### config.mk
export PLATFORM = sky130hd
export DESIGN_NAME = smfa_div_stage
export DESIGN_NICKNAME = d
export VERILOG_FILES = /design/src/hdl/smfa_pkg.sv /design/src/hdl/smfa_div_stage.sv
export SDC_FILE = /design/constraint.sdc
export NUM_CORES = 1
export LEC_CHECK = 0
export ABC_AREA = 1
export BUFFER_PORTS_ARGS = -buffer_cell sky130_fd_sc_hd__clkbuf_2
export CAP_MARGIN = 25
export CORE_MARGIN = 10
export CORE_UTILIZATION = 30
export DETAILED_ROUTE_END_ITERATION = 10
export GPL_TIMING_DRIVEN = 0
export PLACE_DENSITY_LB_ADDON = 0.3
export RECOVER_POWER = 25
export SYNTH_ARGS = -nofsm -noshare
export SYNTH_HDL_FRONTEND = slang
export SYNTH_SLANG_ARGS = --single-unit
### constraint.sdc
create_clock -name vclk -period 3.85
set_clock_uncertainty 0.15 [all_clocks]
set_input_delay 0.9625 -clock vclk [all_inputs]
set_output_delay 0.9625 -clock vclk [all_outputs]
set_load 0.01 [all_outputs]
### src/hdl/smfa_pkg.sv
// Shared opcodes and widths for the sign-magnitude fraction ALU.
package smfa_pkg;
   localparam int MAG_BITS_DEFAULT = 30;
   localparam int OP_BITS = 3;

   typedef enum logic [OP_BITS-1:0] {
      OP_ADD = 3'd0,
      OP_SUB = 3'd1,
      OP_MUL = 3'd2,
      OP_DIV = 3'd3,
      OP_AND = 3'd4
   } op_type;
endpackage

### src/hdl/smfa_div_stage.sv
// One step of the pipelined restoring fraction divider.
module smfa_div_stage #(
   parameter int MAG_BITS = smfa_pkg::MAG_BITS_DEFAULT
) (
   input  logic [MAG_BITS-1:0] divisor,
   input  logic [MAG_BITS-1:0] rem_cur,
   input  logic [MAG_BITS-1:0] quo_cur,
   output logic [MAG_BITS-1:0] rem_next,
   output logic [MAG_BITS-1:0] quo_next
);
   import smfa_pkg::*;

   logic [MAG_BITS:0] shifted;
   logic [MAG_BITS:0] diff;

   always_comb begin
      shifted = {rem_cur, 1'b0};
      diff = shifted - {1'b0, divisor};
      if (shifted >= {1'b0, divisor}) begin
         rem_next = diff[MAG_BITS-1:0];
         quo_next = {quo_cur[MAG_BITS-2:0], 1'b1};
      end else begin
         rem_next = shifted[MAG_BITS-1:0];
         quo_next = {quo_cur[MAG_BITS-2:0], 1'b0};
      end
   end
endmodule

==> results.json, run 1 <==
{
  "wl_met2_um": 5538,
  "final-seq-area_um2": 0,
  "grt_pass1_wl_um": 18360,
  "path_common_cell": "nand2_4",
  "status": "finished, final reports clean",
  "crit_family": "simple AND/OR/NAND/NOR gates",
  "diodes": 0,
  "final_antenna_net_count": 0,
  "hold_end": "quo_next[12]",
  "grt_pass1_vias": 3885,
  "syn_area_mm2": 0.003168,
  "avgViaCountPerCell": 4.475,
  "dr.pass1.iters": 4,
  "areaGrowthSynthToFinish_pct": 58.29,
  "peakVddDrop_v": 0.00007509,
  "drt_iter0_markers": 217,
  "antenna_found_initial": 0,
  "finalHoldViolCount": 0,
  "hold_path.startpoint": "quo_cur[11]",
  "drc": 0,
  "drive_gt1_share_pct": 38.78,
  "max_stage_delay_ns": 0.29,
  "top_layer": "met4",
  "synth_cell_types": 25,
  "overflow": 0,
  "grt_max_degree": 11,
  "die_y_um": 122.8,
  "grt_use_total_pct": 14.34,
  "die-area_mm2": 0.01507,
  "rsz0062_at_grt": "yes",
  "gp_congestion": 0.8912,
  "syn_avg_cell_area_um2": 4.989,
  "min_path_type": "input port to primary output",
  "crit_buf_inv": 5,
  "floorplan.initialDensity_pct": 30.69,
  "clockBufferCount": 0,
  "fin_crit_ns": 3.803,
  "wl_per_cell_um": 13.21,
  "cp_slowest_cell": "ha_4",
  "leakage_nw": 2.958,
  "cp.arrival_ns": 2.69,
  "ctsHoldBuffers": 0,
  "powerDensity_mw_per_mm2": 163.8,
  "synthCells": 635,
  "startpoint_type": "input port",
  "synth.net_count": 756,
  "dr_wl_met3_um": 851,
  "min_path_cells": 2,
  "core_area_mm2": 0.01032,
  "setup_viol_count_final": 0,
  "worstPathCellList": "buf_6, inv_4, ha_4, nand2_4, nor2_4, inv_2, nor3_4, and2_4, nand2_4, nand3_4, clkbuf_16, nand3_2, nand2_1, buf_2",
  "nFlopsAndLatches": 0,
  "drv_slew": 0,
  "finish.utilization_pct": 48.58,
  "drt_wl_total_um": 12160,
  "tightest_slew_ns": 0.4269,
  "whs_ns": 1.965,
  "cp.required_ns": 2.74,
  "numPortBuffers": 120,
  "row_count": 37,
  "wl_met1_um": 5745,
  "fmax_ghz": 0.2629,
  "ios": 150,
  "place_hpwl_um": 9963,
  "nets": 907,
  "relSlewSlack_pct": 71.43,
  "yosys_warnings": 0,
  "ys_seq_area_share_pct": 0,
  "critPathKind": "input port to primary output",
  "period_share_pct": 98.79,
  "crit_fanout": 6,
  "cap_violations": 0,
  "cp-end-kind": "primary output",
  "routed-via-count": 4117,
  "die_x_um": 122.8
}
## logic make-up (layout without fill, tap and decap cells)
family | count (synthesis) | after routing | share of synthesized area [%]
buffers and inverters | 175 | 324 | 25.32
adders and majority gates | 31 | 31 | 12.48
xor gates and xnor gates | 14 | 14 | 3.871
AOI/OAI and AO/OA | 18 | 18 | 3.041
and+or+nand+nor | 397 | 397 | 55.29
## cell usage in the layout (no fill, tap or decap), drive strengths merged
| master | count |
|---|---|
| a21boi | 1 |
| a21oi | 15 |
| a31oi | 1 |
| and2 | 4 |
| buf | 100 |
| clkbuf | 87 |
| fa | 1 |
| ha | 30 |
| inv | 137 |
| nand2 | 257 |
| nand3 | 77 |
| nand3b | 5 |
| nand4 | 7 |
| nor2 | 40 |
| nor3 | 7 |
| o21bai | 1 |
| xor2 | 14 |
## cells in the mapped netlist
library cell / count / share of area [%]
nor3_4: 2 / 1.0
inv_2: 3 / 0.36
nor3_2: 1 / 0.32
nand4_1: 7 / 1.4
ha_1: 30 / 12
nor2_2: 4 / 0.79
o21bai_1: 1 / 0.24
nand3b_1: 5 / 1.2
buf_6: 2 / 0.71
nor2_1: 36 / 4.3
buf_4: 34 / 8.1
a21oi_1: 15 / 2.4
a31oi_1: 1 / 0.20
nor3_1: 4 / 0.63
nand2_1: 254 / 30
a21boi_0: 1 / 0.24
inv_1: 134 / 16
buf_2: 2 / 0.32
nand2_2: 3 / 0.59
nand3_2: 13 / 4.1
nand3_1: 64 / 10
fa_1: 1 / 0.63
and2_0: 1 / 0.20
xor2_1: 14 / 3.9
and2_1: 3 / 0.59
## layer usage
layer	vias to the layer above	track usage, %
met3	2	2.204
met2	119	24.06
met4	0	0.4418
met5	-	0
li1	2203	-
met1	1793	19.81
## what timing repair did
| item | in CTS | in global routing |
|---|---|---|
| hold endpoints to repair | 0 | 0 |
| gates resized for setup | 33 | 159 |
| pin swaps | 1 | 42 |
| setup endpoints to repair | 29 | 31 |
| cloned | 0 | 2 |
| buffers inserted | 3 | 24 |
## final cells by class
type	instances	area [um^2]
Buffer	38	344.1
Timing Repair Buffer	149	999.7
Tap cell	136	170.2
Multi-Input combinational cell	460	2982
Inverter	137	519.2
Fill cell	1165	5309
## how the worst max path moves through the flow
stage	start	to	slack, ns	depth (start not counted)
after floorplan	divisor[22]	rem_next[10]	0.34	13
after global placement	divisor[2]	rem_next[25]	-0.14	17
after detailed placement	divisor[2]	rem_next[25]	-0.16	17
after CTS	divisor[17]	rem_next[10]	0.0005	17
after global routing	divisor[25]	rem_next[20]	-0.06	14
final	divisor[25]	rem_next[20]	0.05	14
## through the flow
stage	TNS [ns]	total power (W)	instance area, um^2	cells	setup WS (ns)
2_1_floorplan	0	0.0004195	3168	635	0.3365
3_3_place_gp	-2.974	0.0006263	3939	891	-0.1438
3_5_place_dp	-3.114	0.0006286	3939	891	-0.1573
4_1_cts	0	0.0006726	4184	894	0.0005052
5_1_grt	-1.062	0.0009106	5015	920	-0.05675
6_report	0	0.0008215	5015	920	0.04672
## power by group
group          switching [W]  total [W]  internal, W  leakage [nW]
sequential                 0          0            0             0
clock                      0          0            0             0
combinational       0.000448   0.000821     0.000374          2.96
(Power assumes the default switching activity.)
==> run 2: changes to the inputs <==
--- a/config.mk
+++ b/config.mk
@@ -5,7 +5,6 @@
 export SDC_FILE = /design/constraint.sdc
 export NUM_CORES = 1
 export LEC_CHECK = 0
-export ABC_AREA = 1
 export BUFFER_PORTS_ARGS = -buffer_cell sky130_fd_sc_hd__clkbuf_2
 export CAP_MARGIN = 25
 export CORE_MARGIN = 10
==> run 2 against run 1 <==
  * The run now ends with setup timing left
  * Total power is 15% lower
  * Worst hold slack about the same
  * Maximum frequency down 15%
  * Critical path type unchanged
  * Largest cell class unchanged
  * Die area fell by 20%
  * Critical path depth down 1
  * Sequential share of layout area is the same
==> results.json, run 2 <==
{
  "status": "finished with violations",
  "violations": "setup timing",
  "setup_viol_count_final": 31,
  "wl_per_cell_um": 14.29,
  "diodes": 0,
  "final_common_cell": "clkbuf_2",
  "place_hpwl_um": 6924,
  "cp-end-kind": "primary output",
  "dr.pass1.iters": 4,
  "layout_setup_ws_ns": -0.6502,
  "crit_fanout": 10,
  "cap_violations": 0,
  "p_total_w": 0.0007023,
  "crit_buf_inv": 4,
  "antenna_found_initial": 0,
  "row_count": 32,
  "ios": 150,
  "grt_pass1_wl_um": 12490,
  "cp_slowest_cell": "or4_4",
  "tightest_slew_ns": 0.5391,
  "synth.net_count": 453,
  "routed-via-count": 2733,
  "leakage_nw": 1.850,
  "drv_slew": 0,
  "nFlopsAndLatches": 0,
  "path_common_cell": "a21oi_2",
  "ys_seq_area_share_pct": 0,
  "die_x_um": 109.7,
  "numPortBuffers": 120,
  "syn_avg_cell_area_um2": 7.270,
  "rsz0062_at_grt": "yes",
  "clockBufferCount": 0,
  "pre_cts_ws_ns": -0.9163,
  "n_fill_cell": 804,
  "drive_gt1_share_pct": 50.65,
  "fmax_ghz": 0.2222,
  "overflow": 0,
  "yosysTopAreaCell": "ha_1",
  "fin_crit_ns": 4.500,
  "ctsHoldBuffers": 0,
  "final_antenna_net_count": 0,
  "yosys_warnings": 0,
  "tns_ns": -18.15,
  "relSlewSlack_pct": 63.73,
  "max_stage_delay_ns": 0.45,
  "grt_pass1_vias": 2809,
  "period_share_pct": 116.9,
  "powerDensity_mw_per_mm2": 195.2,
  "layout_common_cells": "109 x clkbuf_2, 39 x buf_4, 38 x inv_1, 20 x a21oi_1, 20 x nor2_1",
  "syn_area_mm2": 0.002414,
  "crit_family": "compound AO/OA/AOI/OAI gates",
  "core_area_mm2": 0.007767,
  "yosysMostFrequentCell": "inv_1",
  "synthCells": 332,
  "die_y_um": 109.7,
  "gp_congestion": 0.8170,
  "areaGrowthSynthToFinish_pct": 49.09,
  "yosys.area.top_type_share_pct": 15.55,
  "drt_iter0_markers": 103,
  "critPathKind": "input port to primary output",
  "peakVddDrop_v": 0.00008000,
  "finalHoldViolCount": 0,
  "yosys-top-cells-count": "40 x inv_1, 30 x ha_1, 29 x buf_4, 25 x a21oi_1",
  "drt_wl_total_um": 8058,
  "cp.arrival_ns": 3.39,
  "floorplan.initialDensity_pct": 31.07,
  "worstPathCellList": "clkbuf_8, ha_4, a21o_1, a21oi_2, o21bai_2, o21bai_1, a21oi_2, or4_4, a21oi_4, inv_4, buf_12, mux2_4, clkbuf_2",
  "final-seq-area_um2": 0,
  "grt_max_degree": 11,
  "drc": 0,
  "min_path_type": "input port to primary output",
  "cp.required_ns": 2.74,
  "synth_cell_types": 51,
  "grt_use_total_pct": 12.02,
  "startpoint_type": "input port",
  "avgViaCountPerCell": 4.846,
  "die-area_mm2": 0.01203,
  "synth_area_leaders": "ha_1 16%, mux2_4 11%, buf_4 9.0%, xnor2_1 6.5%, inv_1 6.2%",
  "nets": 585
}
[run 2: cell types whose count changed in the layout (fill, tap and decap cells not counted), moves of 18 or more]
cell	before	now
buf_6	22	3
clkbuf_2	76	109
inv_1	121	38
nand2_1	223	19
nand2_2	28	1
nand3_1	49	8
nand3_2	26	0
xnor2_1	0	18
[run 2: kinds of logic after synthesis]
family                   share of synthesized area, %
AO/OA/AOI/OAI                                   24.99
XOR/XNOR                                        8.709
adder cells (fa/ha/maj)                         16.38
buffers and inverters                           17.21
multiplexers                                    15.60
AND/OR/NAND/NOR                                 17.11
[run 2: metrics by stage]
stage	area (um^2)	util (%)	std cells	hold WS, ns
detailed placement	3307	42.57	554	1.969
floorplan	2579	-	332	1.867
global route	3598	46.33	564	1.975
global placement	3307	42.57	554	1.969
finish	3598	46.33	564	1.965
CTS	3536	45.52	563	1.969
[run 2: worst paths after layout]
| path | end | slack, ns | cells past startpoint | startpoint |
|---|---|---|---|---|
| worst max-delay path | rem_next[14] | -0.65 | 13 | rem_cur[3] |
| worst min-delay path | quo_next[8] | 1.97 | 2 | quo_cur[7] |
[run 2: repair_timing]
action / in CTS / in global routing
gates cloned: 1 / 0
gates resized for setup: 24 / 17
setup buffers: 10 / 1
setup endpoints to repair: 31 / 31
pin swaps: 10 / 3
[run 2: layout make-up]
cell class | count | area, um^2 | area share (%)
multi-input combinational | 255 | 2316 | 64.36
timing repair buffer | 132 | 726.9 | 20.20
buffer | 34 | 269.0 | 7.476
inverter | 41 | 158.9 | 4.416
tap | 102 | 127.6 | 3.547
[run 2: report_power, final]
group	switching, W	internal, W
Clock	0	0
Combinational	0.000342	0.000361
Sequential	0	0
[run 2: per-layer routing]
metal	global-route usage (%)	part of all wire, %	vias up
met5	0	0	-
met4	0.8364	0.31	0
met3	3.101	9.1	2
met2	21.42	49	87
met1	14.76	41	1224
li1	-	-	1420
